==> config.mk <==
export PLATFORM = sky130hd
export DESIGN_NAME = event_queue_reserved_slots
export DESIGN_NICKNAME = d
export VERILOG_FILES = /design/src/rtl/core/eqrs_pkg.sv /design/src/rtl/core/event_queue_reserved_slots.sv /design/src/rtl/core/eqrs_cell.sv /design/src/rtl/core/eqrs_admit.sv
export SDC_FILE = /design/constraint.sdc
export NUM_CORES = 1
export LEC_CHECK = 0
export BUFFER_PORTS_ARGS = -buffer_cell sky130_fd_sc_hd__clkbuf_2
export CAP_MARGIN = 20
export CORE_MARGIN = 2
export CORE_UTILIZATION = 55
export CTS_CLUSTER_SIZE = 28
export DETAILED_ROUTE_END_ITERATION = 10
export PLACE_DENSITY_LB_ADDON = 0.1
export SYNTH_ARGS = -nofsm -noshare
export SYNTH_HDL_FRONTEND = slang
export SYNTH_HIERARCHICAL = 1
export SYNTH_SLANG_ARGS = --single-unit
==> constraint.sdc <==
create_clock -name clk -period 8.55 [get_ports clk]
set_input_delay 0.855 -clock clk [delete_from_list [all_inputs] [get_ports clk]]
set_output_delay 0.855 -clock clk [all_outputs]
set_load 0.03 [all_outputs]
==> src/rtl/core/eqrs_pkg.sv <==
package eqrs_pkg;

	localparam int EQRS_FIFO_DEPTH = 8;
	localparam int EQRS_INFO_LIMIT = 6;

	// operation codes
	localparam logic [1:0] OP_POST     = 2'd0;
	localparam logic [1:0] OP_POP      = 2'd1;
	localparam logic [1:0] OP_SNAPSHOT = 2'd2;

	// register indexes
	localparam logic [1:0] REG_ENABLE_MASK   = 2'd0;
	localparam logic [1:0] REG_CRITICAL_MASK = 2'd1;
	localparam logic [1:0] REG_FAULT_TYPE    = 2'd2;
	localparam logic [1:0] REG_STALL_TYPE    = 2'd3;

	// status word bits decoded by a snapshot
	localparam int ST_READY_BIT   = 13;
	localparam int ST_ARMED_BIT   = 9;
	localparam int ST_MODE_HI_BIT = 12;
	localparam int ST_RUN0_BIT    = 14;
	localparam int ST_RUN1_BIT    = 15;

	typedef struct packed {
		logic [1:0]  operation;
		logic [2:0]  event_type;
		logic [15:0] status_word;
	} eqrs_cmd_t;

	typedef struct packed {
		logic [1:0]  accepted_count;
		logic        pop_valid;
		logic [2:0]  popped_type;
		logic [15:0] popped_status;
		logic [31:0] sent_total;
		logic [31:0] lost_critical_total;
		logic [31:0] lost_info_total;
		logic [3:0]  fill_level;
	} eqrs_rsp_t;

	typedef struct packed {
		logic [7:0] enable_mask;
		logic [7:0] critical_mask;
		logic [2:0] fault_type_code;
		logic [2:0] stall_type_code;
	} eqrs_cfg_t;

	typedef struct packed {
		logic [2:0]  evt_type;
		logic [15:0] status;
	} eqrs_entry_t;

	typedef struct packed {
		logic       shift;
		logic       load;
		logic [2:0] load_type;
	} eqrs_cell_ctl_t;

	// admission decision for one command; second write lands after the first
	typedef struct packed {
		logic       wr0_en;
		logic [2:0] wr0_type;
		logic       wr1_en;
		logic [2:0] wr1_type;
		logic [1:0] accepted;
		logic [1:0] lost_crit_inc;
		logic [1:0] lost_info_inc;
	} eqrs_adm_t;

endpackage

==> src/rtl/core/event_queue_reserved_slots.sv <==
// Event queue with reserved slots.
// Command channel (cmd_valid/cmd_stall/cmd) carries one word per operation:
// post an event, pop the oldest event, or decode a status snapshot that
// posts a fault and/or a stall event. Each command yields exactly one word
// on the response channel (rsp_valid/rsp_stall/rsp) with the accepted
// count, the popped event and the running counters and fill level.
// The response is registered: a command taken at an edge shows its response
// after that edge. Throughput is one command per cycle while the receiver does
// not stall, set by the response register; every command, a two-event snapshot
// too, needs no extra states because the storage is a row of cells that load
// at the fill position and shift toward the head on a pop.
// While the receiver stalls a waiting response, cmd_stall is raised and the
// response word holds.
// Reset clears the fill level, the counters and the response valid and sets
// the registers to enable none, critical types 0 and 1, fault type 0 and
// stall type 1. Stored events are not cleared; only filled cells are read.
// Configuration writes (cfg_write/cfg_index/cfg_data) take effect at once.
module event_queue_reserved_slots
	import eqrs_pkg::*;
#(
	parameter int FIFO_DEPTH = EQRS_FIFO_DEPTH,
	parameter int INFO_LIMIT = EQRS_INFO_LIMIT
) (
	input  logic       clk,
	input  logic       arst_n,
	input  logic       cmd_valid,
	output logic       cmd_stall,
	input  eqrs_cmd_t  cmd,
	output logic       rsp_valid,
	input  logic       rsp_stall,
	output eqrs_rsp_t  rsp,
	input  logic       cfg_write,
	input  logic [1:0] cfg_index,
	input  logic [7:0] cfg_data
);

	localparam int OCC_W = $clog2(FIFO_DEPTH + 1);

	eqrs_cfg_t        cfg_q;
	logic [OCC_W-1:0] occ_q, occ_d;
	logic [31:0]      sent_q, sent_d;
	logic [31:0]      lost_crit_q, lost_crit_d;
	logic [31:0]      lost_info_q, lost_info_d;
	logic             rsp_valid_q;
	eqrs_rsp_t        rsp_q, rsp_d;

	logic             cmd_fire;
	logic             pop_go;
	logic             wr0, wr1;
	logic [OCC_W:0]   slot0, slot1;
	logic [OCC_W+3:0] occ_ext;
	eqrs_adm_t        adm;

	eqrs_entry_t      cell_q [FIFO_DEPTH];
	eqrs_cell_ctl_t   cell_ctl [FIFO_DEPTH];

	// hold the command side while a response waits
	assign cmd_stall = rsp_valid_q && rsp_stall;
	assign cmd_fire  = cmd_valid && !cmd_stall;

	// configuration registers
	always_ff @(posedge clk or negedge arst_n) begin
		if (!arst_n) begin
			cfg_q.enable_mask     <= 8'h00;
			cfg_q.critical_mask   <= 8'h03;
			cfg_q.fault_type_code <= 3'd0;
			cfg_q.stall_type_code <= 3'd1;
		end else if (cfg_write) begin
			unique case (cfg_index)
				REG_ENABLE_MASK:   cfg_q.enable_mask     <= cfg_data;
				REG_CRITICAL_MASK: cfg_q.critical_mask   <= cfg_data;
				REG_FAULT_TYPE:    cfg_q.fault_type_code <= cfg_data[2:0];
				REG_STALL_TYPE:    cfg_q.stall_type_code <= cfg_data[2:0];
				default: begin
				end
			endcase
		end
	end

	eqrs_admit #(
		.FIFO_DEPTH (FIFO_DEPTH),
		.INFO_LIMIT (INFO_LIMIT),
		.OCC_W      (OCC_W)
	) u_admit (
		.cmd (cmd),
		.cfg (cfg_q),
		.occ (occ_q),
		.adm (adm)
	);

	// a pop on an empty queue changes nothing
	assign pop_go = cmd_fire && (cmd.operation == OP_POP) && (occ_q != '0);
	assign wr0    = cmd_fire && adm.wr0_en;
	assign wr1    = cmd_fire && adm.wr1_en;

	// first accepted event lands at the fill position, the second right after it
	assign slot0 = {1'b0, occ_q};
	assign slot1 = {1'b0, occ_q} + (OCC_W+1)'(adm.wr0_en);

	// row of cells: cell 0 is the head, each cell shifts in its upper neighbor
	for (genvar gi = 0; gi < FIFO_DEPTH; gi++) begin : g_cell
		eqrs_entry_t nb;
		logic        hit0, hit1;

		if (gi == FIFO_DEPTH - 1) begin : g_last
			assign nb = cell_q[gi];
		end else begin : g_mid
			assign nb = cell_q[gi+1];
		end

		assign hit0 = wr0 && (slot0 == (OCC_W+1)'(gi));
		assign hit1 = wr1 && (slot1 == (OCC_W+1)'(gi));

		assign cell_ctl[gi].shift     = pop_go;
		assign cell_ctl[gi].load      = hit0 || hit1;
		assign cell_ctl[gi].load_type = hit0 ? adm.wr0_type : adm.wr1_type;

		eqrs_cell u_cell (
			.clk      (clk),
			.ctl      (cell_ctl[gi]),
			.status   (cmd.status_word),
			.neighbor (nb),
			.entry    (cell_q[gi])
		);
	end

	// advance fill level and counters for the accepted command
	always_comb begin
		occ_d       = occ_q;
		sent_d      = sent_q;
		lost_crit_d = lost_crit_q;
		lost_info_d = lost_info_q;
		if (cmd_fire) begin
			occ_d       = occ_q - OCC_W'(pop_go) + OCC_W'(adm.wr0_en) + OCC_W'(adm.wr1_en);
			sent_d      = sent_q + 32'(adm.accepted);
			lost_crit_d = lost_crit_q + 32'(adm.lost_crit_inc);
			lost_info_d = lost_info_q + 32'(adm.lost_info_inc);
		end
	end

	assign occ_ext = {4'b0000, occ_d};

	always_comb begin
		rsp_d.accepted_count      = adm.accepted;
		rsp_d.pop_valid           = pop_go;
		rsp_d.popped_type         = pop_go ? cell_q[0].evt_type : 3'd0;
		rsp_d.popped_status       = pop_go ? cell_q[0].status : 16'd0;
		rsp_d.sent_total          = sent_d;
		rsp_d.lost_critical_total = lost_crit_d;
		rsp_d.lost_info_total     = lost_info_d;
		rsp_d.fill_level          = occ_ext[3:0];
	end

	always_ff @(posedge clk or negedge arst_n) begin
		if (!arst_n) begin
			occ_q       <= '0;
			sent_q      <= '0;
			lost_crit_q <= '0;
			lost_info_q <= '0;
			rsp_valid_q <= 1'b0;
		end else begin
			occ_q       <= occ_d;
			sent_q      <= sent_d;
			lost_crit_q <= lost_crit_d;
			lost_info_q <= lost_info_d;
			if (cmd_fire) begin
				rsp_valid_q <= 1'b1;
			end else if (!rsp_stall) begin
				rsp_valid_q <= 1'b0;
			end
		end
	end

	// response word: load on a new command, hold otherwise
	always_ff @(posedge clk) begin
		if (cmd_fire) begin
			rsp_q <= rsp_d;
		end
	end

	assign rsp_valid = rsp_valid_q;
	assign rsp       = rsp_q;

endmodule

==> src/rtl/core/eqrs_cell.sv <==
module eqrs_cell
	import eqrs_pkg::*;
(
	input  logic           clk,
	input  eqrs_cell_ctl_t ctl,
	input  logic [15:0]    status,
	input  eqrs_entry_t    neighbor,
	output eqrs_entry_t    entry
);

	eqrs_entry_t entry_q;

	// load wins over shift; a command never does both
	always_ff @(posedge clk) begin
		if (ctl.load) begin
			entry_q.evt_type <= ctl.load_type;
			entry_q.status   <= status;
		end else if (ctl.shift) begin
			entry_q <= neighbor;
		end
	end

	assign entry = entry_q;

endmodule

==> src/rtl/core/eqrs_admit.sv <==
module eqrs_admit
	import eqrs_pkg::*;
#(
	parameter int FIFO_DEPTH = EQRS_FIFO_DEPTH,
	parameter int INFO_LIMIT = EQRS_INFO_LIMIT,
	parameter int OCC_W      = $clog2(FIFO_DEPTH + 1)
) (
	input  eqrs_cmd_t        cmd,
	input  eqrs_cfg_t        cfg,
	input  logic [OCC_W-1:0] occ,
	output eqrs_adm_t        adm
);

	typedef struct packed {
		logic take;
		logic lost_crit;
		logic lost_info;
	} offer_t;

	function automatic offer_t offer(input logic [2:0] typ, input logic [31:0] fill,
			input eqrs_cfg_t c);
		offer_t r;
		logic   crit;
		r    = '0;
		crit = c.critical_mask[typ];
		if (c.enable_mask[typ]) begin
			if (!crit && fill >= 32'(INFO_LIMIT)) begin
				r.lost_info = 1'b1;
			end else if (fill >= 32'(FIFO_DEPTH)) begin
				r.lost_crit = crit;
				r.lost_info = !crit;
			end else begin
				r.take = 1'b1;
			end
		end
		return r;
	endfunction

	logic       fault, stall;
	logic       want0, want1;
	logic [2:0] type0, type1;
	offer_t     o0, o1;

	always_comb begin
		fault = !cmd.status_word[ST_READY_BIT] || !cmd.status_word[ST_ARMED_BIT]
			|| cmd.status_word[ST_MODE_HI_BIT];
		stall = !cmd.status_word[ST_RUN0_BIT] || !cmd.status_word[ST_RUN1_BIT];
		want0 = 1'b0;
		want1 = 1'b0;
		type0 = cmd.event_type;
		type1 = cfg.stall_type_code;
		unique case (cmd.operation)
			OP_POST: begin
				want0 = 1'b1;
			end
			OP_SNAPSHOT: begin
				want0 = fault;
				type0 = cfg.fault_type_code;
				want1 = stall;
			end
			default: begin
			end
		endcase
	end

	always_comb begin
		o0 = want0 ? offer(type0, 32'(occ), cfg) : '0;
		o1 = want1 ? offer(type1, 32'(occ) + 32'(o0.take), cfg) : '0;
		adm.wr0_en        = o0.take;
		adm.wr0_type      = type0;
		adm.wr1_en        = o1.take;
		adm.wr1_type      = type1;
		adm.accepted      = 2'(o0.take) + 2'(o1.take);
		adm.lost_crit_inc = 2'(o0.lost_crit) + 2'(o1.lost_crit);
		adm.lost_info_inc = 2'(o0.lost_info) + 2'(o1.lost_info);
	end

endmodule

* After elaboration in Yosys (flattened, before gate mapping)
Cells that the tools add are included.
** Word-level totals
- Register bits :: 397
** Operators by class
- Equal/unequal tests :: 20
- Muxes and demuxes :: 51
- Add/sub/neg operators :: 11
- Reduce and logical (&&, ||, !) cells :: 58
- Magnitude comparators :: 6
** Operator list (number)
- $mux 19 :: 14
- $add 32x2->32 :: 3
- $mux 32 :: 3
- $mux 3 :: 13
- $ge 32x3->1 const B :: 1
- $ge 32x4->1 const B :: 1
- $logic_and 1x1->1 :: 24
- $eq 5x3->1 const B :: 4
- $eq 4x3->1 const B :: 4
- $reduce_bool 2->1 :: 7
- $bmux 1 s3 :: 4
- $logic_or 1x1->1 :: 11
- $mux 1 :: 11
- $add 4x1->5 :: 2
- $eq 5x2->1 const B :: 2
- $logic_not 5->1 :: 2
- $add 4x1->4 :: 2
- $eq 4x2->1 const B :: 2
- $lt 3x4->1 const B :: 2
- $mux 2 :: 4
- $reduce_and 2->1 :: 4
- $logic_not 1->1 :: 7
- $add 1x1->2 :: 3
- $eq 2x2->1 const B :: 3
- other kinds (11) :: 13

* Longest topological paths before layout
Gate-level depths: netlist of run 1.
- Depth after elaboration :: 19
- Depth in mapped cells :: 23
- Gate-level depth less buffers :: 21

* Hierarchy
Netlist of run 1, hierarchy kept.
** Modules (own cells, without submodules)
- event_queue_reserved_slots :: times used 1, area an instance 9883.2 sq um, cells each 681, seq. area each 6745.2 sq um
- eqrs_cell :: times used 8, area an instance 884.6 sq um, cells each 41, seq. area each 570.5 sq um
- eqrs_admit :: times used 1, area an instance 586.8 sq um, cells each 70, seq. area each 0.0 sq um

* Worst setup path before layout of run 1
Ideal clock, no wire load.
- Path kind :: input port to flip-flop
- Start point :: input cmd_valid
- End point :: register g_cell[2].u_cell.entry_q (netlist bit g_cell[2].u_cell/entry[0]), enable pin
- Data arrival time :: 6081 ps
- Cell stages on the path :: 8
- Slack :: 2126 ps
- Path buffers :: 3
- Path through :: a21bo_1 > buf_6 > inv_1 > buf_1 > nand4_1 > o21ai_0 > buf_6 > or2_2
** RTL lines
- start: declaration :: line event_queue_reserved_slots.sv:26 : input logic cmd_valid,
- end signal: assignment :: line eqrs_cell.sv:19 : entry_q <= neighbor;
- end: declaration :: line eqrs_cell.sv:11 : eqrs_entry_t entry_q;

==> impl_metrics.env, run 1 <==
export IMPL_cts_buffers=42
export IMPL_wl_mm=29.11
export IMPL_io_buffer_count=159
export IMPL_worst_pin_slew_ps=1001
export IMPL_cts_buffer_depth=3
export IMPL_yosysSeqAreaShare_pct=64.45
export IMPL_diodes=0
export IMPL_syn_num_nets=1140
export IMPL_cts_hold_buffers=0
export IMPL_syn_area_per_cell_sq_um=16.26
export IMPL_synth_edf_count=274
export IMPL_fin_crit_sh_pct=65.73
export IMPL_cap_violations=0
export IMPL_p_leak_nw=8.226
export IMPL_power_density_nw_per_um2=233.6
export IMPL_crit_fanout=16
export IMPL_antenna_left=0
export IMPL_wl_per_cell_um=17.18
export IMPL_grt_use_total_pct=17.59
export IMPL_synthCells=1079
export IMPL_drt_iter0_markers=430
export IMPL_first_pass_iters=4
export IMPL_finish_instance_area_sq_um=20100
export IMPL_swShare_pct=24.02
export IMPL_cts_repair_resized=0
export IMPL_hpwl_mm=20.38
export IMPL_final_nets=1322
export IMPL_crit_type="in2reg"
export IMPL_post_cts_buffers=0
export IMPL_drive_above_1_share_pct=37.15
export IMPL_crit_path_start_kind="input pin"
export IMPL_ys_flop_type="edfxtp_1"
export IMPL_slew_limit_headroom_pct=33.24
export IMPL_antenna_found_initial=0
export IMPL_syn2layout_area_growth_pct=14.53
export IMPL_drc_errors=0
export IMPL_vias=9025
export IMPL_io_pins=160
export IMPL_cts_root_buf="clkbuf_16"
export IMPL_rsz0062_at_grt="no"
export IMPL_arrival_ps=5970
export IMPL_cts_sinks=397
export IMPL_dp_cells=1618
export IMPL_holdCritPathClass="in2async"
export IMPL_comb_power_share_pct=11.9
export IMPL_fin_skew_ps=15.01
export IMPL_required_ps=8900
export IMPL_fmax_mhz=178.0
export IMPL_cts_tree="built"
export IMPL_tns_ps=0
export IMPL_clkTransAtPathRegs_ps=60
export IMPL_hold_worst_slack_ps=405.1
export IMPL_p_clk_share_pct=38.8
export IMPL_pwr_share_seq_pct=49.3
export IMPL_async_reset_ff_share_pct=30.98
export IMPL_place_area_sq_um=18670
export IMPL_place_gp_congestion=0.7925
export IMPL_cts_htree_levels=2
export IMPL_hold_viol=0
export IMPL_clock_latency_ps=530
export IMPL_rows=65
export IMPL_slew_violations=0
export IMPL_core_area_sq_um=31470
export IMPL_setup_viol=0
export IMPL_p_int_mw=3.566
export IMPL_avgViaCountPerCell=5.328
export IMPL_status="finished clean"
export IMPL_fp_dieH_um=182.6
export IMPL_grt_first_pass_wirelength_mm=46.97
export IMPL_end_kind="register"
export IMPL_gr_total_overflow=0
export IMPL_grt_pass1_vias=8958
export IMPL_ys_warnings_count=6
export IMPL_peakVddDrop_mv=0.1480
export IMPL_p_sw_mw=1.128
export IMPL_start_util_pct=55.75
export IMPL_fin_crit_ps=5620
export IMPL_stdcell_count=1694
export IMPL_ys_types=62
export IMPL_synth_area_sq_um=17550
export IMPL_die_w_um=182.6
export IMPL_die_area_sq_um=33350
export IMPL_grt_max_degree=74
export IMPL_synth_seq_cells=397
-- cells in the mapped netlist, drive strengths merged (17+ instances only) --
master,count,area share (%)
nand3,44,1.3
inv,22,0.48
nand4,22,0.82
xor2,33,1.6
nand2,65,1.4
buf,23,1.4
nor2,26,0.60
xnor2,61,3.0
dfrtp,120,17
and3,17,0.61
edfxtp,274,47
and2,25,0.89
ha,20,1.4
mux2,201,16
-- final timing paths --
kind                                                 from                   endpoint  slack, ps  depth (start not counted)
worst max-delay path                              cmd[19]          rsp[24]$_DFFE_PN_       2930                         22
worst min-delay path                               arst_n  lost_info_q[19]$_DFF_PN0_        410                          1
max in group asynchronous                          arst_n       cfg_q[4]$_DFFE_PN0P_       6790                          2
worst max register to register       cfg_q[4]$_DFFE_PN0P_          rsp[24]$_DFFE_PN_       3380                         20
min in group clk                lost_info_q[31]$_DFF_PN0_  lost_info_q[31]$_DFF_PN0_        470                          1
worst min register to register  lost_info_q[31]$_DFF_PN0_  lost_info_q[31]$_DFF_PN0_        470                          1
-- cell type report --
class | instances | area (sq um)
sequential | 397 | 11310
fill | 2321 | 11380
clock buffer | 63 | 1306
timing repair buffer | 168 | 863.3
clock inverter | 12 | 117.6
tap | 402 | 503.0
inverter | 22 | 90.09
multi-input combinational | 630 | 5907
-- layer usage --
layer,wire length [um],vias up,global-route usage [%]
li1,-,4357,-
met1,14030,4462,25.51
met2,13450,168,27.91
met3,1155,38,3.013
met4,476,0,4.452
met5,0,-,0
-- through the flow --
stage / worst slack [ps] / util [%] / power (mW)
6_report: 2931 / 63.85 / 4.694
2_1_floorplan: 2126 / - / 2.750
5_1_grt: 2540 / 63.85 / 4.892
3_3_place_gp: 2566 / 59.31 / 2.902
3_5_place_dp: 2474 / 59.31 / 2.916
4_1_cts: 2955 / 63.84 / 4.744
-- state kept, by name, summed over array words and instances, names as in the netlist --
name,count
g_cell.u_cell/entry,152
lost_crit_q,32
rsp,122
cfg_q,22
occ_q,4
sent_q,32
rsp_valid,1
lost_info_q,32
-- cell families (layout without fill, tap and decap cells) --
logic type | Yosys count | in the layout | synth area share, %
flip-flops | 397 | 397 | 64.45
AO/OA/AOI/OAI | 38 | 38 | 1.398
buffers and inverters | 52 | 265 | 2.004
adder cells (fa/ha/maj) | 25 | 25 | 1.997
multiplexers | 208 | 208 | 16.91
AND/OR/NAND/NOR | 265 | 265 | 8.550
XOR/XNOR | 94 | 94 | 4.692
-- power groups by stage --
| stage | sequential (mW) | combinational (mW) | clock [mW] |
|---|---|---|---|
| 2_1_floorplan | 2.40 | 0.351 | 0 |
| 3_3_place_gp | 2.35 | 0.551 | 0 |
| 3_5_place_dp | 2.35 | 0.562 | 0 |
| 4_1_cts | 2.32 | 0.566 | 1.86 |
| 5_1_grt | 2.33 | 0.614 | 1.95 |
| 6_report | 2.32 | 0.559 | 1.82 |
-- worst max-delay path, cell delays in order --
cell      delay (ps)
clkbuf_2         150
nand2b_1         380
mux2i_4          460
inv_4            150
a21oi_1          180
a22oi_1          120
nand2_1          100
a311oi_2         160
ha_1             290
ha_1             200
nand2b_1         150
mux2i_1          240
a211oi_1         120
ha_1             300
ha_1             160
inv_1             50
fa_1             420
nand3b_1         230
nor4_1           610
nand4_1          250
nor2_1           170
xor2_1           210
-- layout by cell type, fill, tap and decap left out, drive strengths merged, types with 17 or more instances in the layout --
cell type  instances
dfrtp            120
ha                20
edfxtp           274
nor2              26
inv               24
xnor2             61
and2              25
nand2             65
xor2              33
and3              17
clkbuf           221
nand4             22
mux2             201
nand3             44
Note: power is estimated with default switching activity, not from simulation.
==> run 2: changes to the inputs <==
- ABC_AREA: not set -> 1
- clock period: 8.55 -> 5.2 ns (I/O delays scaled with it)
==> impl_metrics.env, run 2 <==
export IMPL_pwr_share_seq_pct=48.5
export IMPL_io_pins=160
export IMPL_p_leak_nw=9.432
export IMPL_worst_pin_slew_ps=974.9
export IMPL_arrival_ps=4530
export IMPL_syn2layout_area_growth_pct=15.00
export IMPL_first_pass_iters=5
export IMPL_ys_warnings_count=6
export IMPL_grt_met2_usage_pct=35.72
export IMPL_swShare_pct=25.01
export IMPL_synth_common_cells="nand2_1 (773), edfxtp_1 (274), inv_1 (167)"
export IMPL_synthCells=1877
export IMPL_final_nets=2123
export IMPL_synth_edf_count=274
export IMPL_crit_cells=26
export IMPL_synth_area_sq_um=18250
export IMPL_min_delay_path_depth=3
export IMPL_async_reset_ff_share_pct=30.98
export IMPL_place_area_sq_um=19500
export IMPL_fp_dieH_um=186.1
export IMPL_mostFrequentLayoutCells="nand2_1 (773), edfxtp_1 (274), inv_1 (167), clkbuf_2 (158), nor2_1 (123)"
export IMPL_p_sw_mw=1.948
export IMPL_die_area_sq_um=34650
export IMPL_stdcell_count=2535
export IMPL_p_clk_share_pct=40.0
export IMPL_holdCritPathClass="in2reg"
export IMPL_power_density_nw_per_um2=371.3
export IMPL_cts_htree_levels=2
export IMPL_cts_tree="built"
export IMPL_end_kind="register"
export IMPL_wl_per_cell_um=14.22
export IMPL_crit_fanout=15
export IMPL_clock_latency_ps=530
export IMPL_gr_max_usage_layer="met2"
export IMPL_drt_iter0_markers=732
export IMPL_grt_use_total_pct=21.57
export IMPL_gr_total_overflow=0
export IMPL_yosys_area_top_type="edfxtp_1"
export IMPL_synth_most_common_cell="nand2_1"
export IMPL_cts_buffers=42
export IMPL_reg2regPathDepth=26
export IMPL_regArea_sq_um=11310
export IMPL_fin_crit_sh_pct=81.80
export IMPL_grt_first_pass_wirelength_mm=59.78
export IMPL_antenna_found_initial=0
export IMPL_fin_util_pct=64.33
export IMPL_synth_area_leaders="edfxtp_1 (45%), dfrtp_1 (16%), nand2_1 (16%)"
export IMPL_setup_viol=0
export IMPL_dp_cells=2458
export IMPL_die_w_um=186.1
export IMPL_use_met1_pct=29.64
export IMPL_cts_root_buf="clkbuf_16"
export IMPL_avgViaCountPerCell=4.943
export IMPL_crit_path_start_kind="register"
export IMPL_drc_errors=0
export IMPL_diodes=0
export IMPL_syn_area_per_cell_sq_um=9.721
export IMPL_antenna_left=0
export IMPL_required_ps=5470
export IMPL_peakVddDrop_mv=0.2403
export IMPL_core_area_sq_um=32620
export IMPL_status="finished clean"
export IMPL_slew_limit_headroom_pct=35.01
export IMPL_slowest_delay_ps=460
export IMPL_clkTransAtPathRegs_ps=60
export IMPL_fillers=2649
export IMPL_use_met3_pct=3.621
export IMPL_finish_instance_area_sq_um=20980
export IMPL_fmax_mhz=235.1
export IMPL_cts_sinks=397
export IMPL_comb_power_share_pct=11.5
export IMPL_cap_violations=0
export IMPL_ys_types=42
export IMPL_vias=12531
export IMPL_synth_top_area_share_pct=45.09
export IMPL_cp_buffers_inverters=1
export IMPL_rsz0062_at_grt="no"
export IMPL_start_util_pct=55.94
export IMPL_hold_worst_slack_ps=239.5
export IMPL_grt_max_degree=76
export IMPL_crit_type="reg2reg"
export IMPL_drive_above_1_share_pct=15.72
export IMPL_cp_common_cell="nand2_1"
export IMPL_largest_reg_flops=152
export IMPL_synth_seq_cells=397
export IMPL_fin_crit_ps=4254
export IMPL_final_common_cell="nand2_1"
export IMPL_grt_pass1_vias=12169
export IMPL_rows=66
export IMPL_fin_skew_ps=11.46
export IMPL_p_int_mw=5.843
export IMPL_cts_buffer_depth=3
export IMPL_hold_viol=0
export IMPL_multi_input_area_sq_um=6007
export IMPL_ys_flop_type="edfxtp_1"
export IMPL_yosysSeqAreaShare_pct=61.98
export IMPL_cp_slowest_cell="fa_1"
export IMPL_slew_violations=0
export IMPL_place_gp_congestion=0.9311
export IMPL_hpwl_mm=26.13
export IMPL_cpLargestDelayFamily="simple AND/OR/NAND/NOR gates"
export IMPL_io_buffer_count=159
export IMPL_tns_ps=0
export IMPL_syn_num_nets=1938
export IMPL_wl_mm=36.04
[run 2: cell count changes in the layout (fill, tap and decap cells not counted), sizes merged, moves of 7 or more]
cell / before / now
clkbuf: 221 / 213
nand2: 65 / 786
nor2: 26 / 160
and4: 11 / 0
nand3: 44 / 93
xor2: 33 / 41
and3: 17 / 1
buf: 10 / 24
xnor2: 61 / 22
mux2: 201 / 0
and2: 25 / 2
inv: 24 / 178
nor4: 7 / 0
o21ai: 14 / 59
[run 2: cell type report]
cell class | count | share of cell area (%)
Multi-Input combinational cell | 1261 | 28.63
Clock buffer | 55 | 5.384
Inverter | 177 | 3.190
Timing Repair Buffer | 183 | 4.770
Sequential cell | 397 | 53.90
Clock inverter | 20 | 1.497
Tap cell | 442 | 2.635
[run 2: path summary, 6_finish.rpt]
kind | startpoint | endpoint | slack (ps)
worst max-delay path | cfg_q[3]$_DFFE_PN0P_ | rsp[82]$_DFFE_PN_ | 950
worst min register to register | cfg_q[5]$_DFFE_PN0P_ | cfg_q[5]$_DFFE_PN0P_ | 500
max in group asynchronous | arst_n | cfg_q[20]$_DFFE_PN0P_ | 3770
min in group asynchronous | arst_n | lost_info_q[10]$_DFF_PN0_ | 450
worst max register to register | cfg_q[3]$_DFFE_PN0P_ | rsp[82]$_DFFE_PN_ | 950
worst min-delay path | rsp_stall | rsp_valid$_DFFE_PN0P_ | 240
[run 2: per-stage QoR]
step                      power (mW)  setup slack [ps]
final                          7.791             946.3
after global routing           8.140             421.3
after CTS                      7.865             936.9
after detailed placement       4.738             503.5
after global placement         4.709             621.9
after floorplan                4.440              1209
[run 2: repair_timing]
action                                 4_1_cts  5_1_grt
endpoints found under the hold margin        0       22
gates resized for setup                      0        0
hold buffers                                 0        1
buffers inserted                             0        0
[run 2: tightest hold or removal path: stages]
cell      delay (ps)
clkbuf_2          80
nand2_2           70
nand2_1           60
[run 2: routing by layer]
layer / part of all wire, % / vias to the layer above
met5: 0 / -
met4: 2.0 / 0
met3: 5.3 / 58
met2: 47 / 306
met1: 46 / 5765
li1: - / 6402
[run 2: power by group through the flow]
stage / Clock, mW / Sequential [mW] / Combinational (mW)
final: 3.11 / 3.78 / 0.897
after global routing: 3.32 / 3.81 / 1.01
after CTS: 3.19 / 3.78 / 0.899
after detailed placement: 0 / 3.84 / 0.894
after global placement: 0 / 3.84 / 0.869
after floorplan: 0 / 3.94 / 0.501
[run 2: cell families after synthesis]
logic type | Yosys count | share of synthesized area (%)
compound gates | 77 | 2.256
xor+xnor | 63 | 3.065
fa+ha+maj | 25 | 1.920
buf+inv | 219 | 5.095
flops | 397 | 61.98
simple gates | 1096 | 25.68
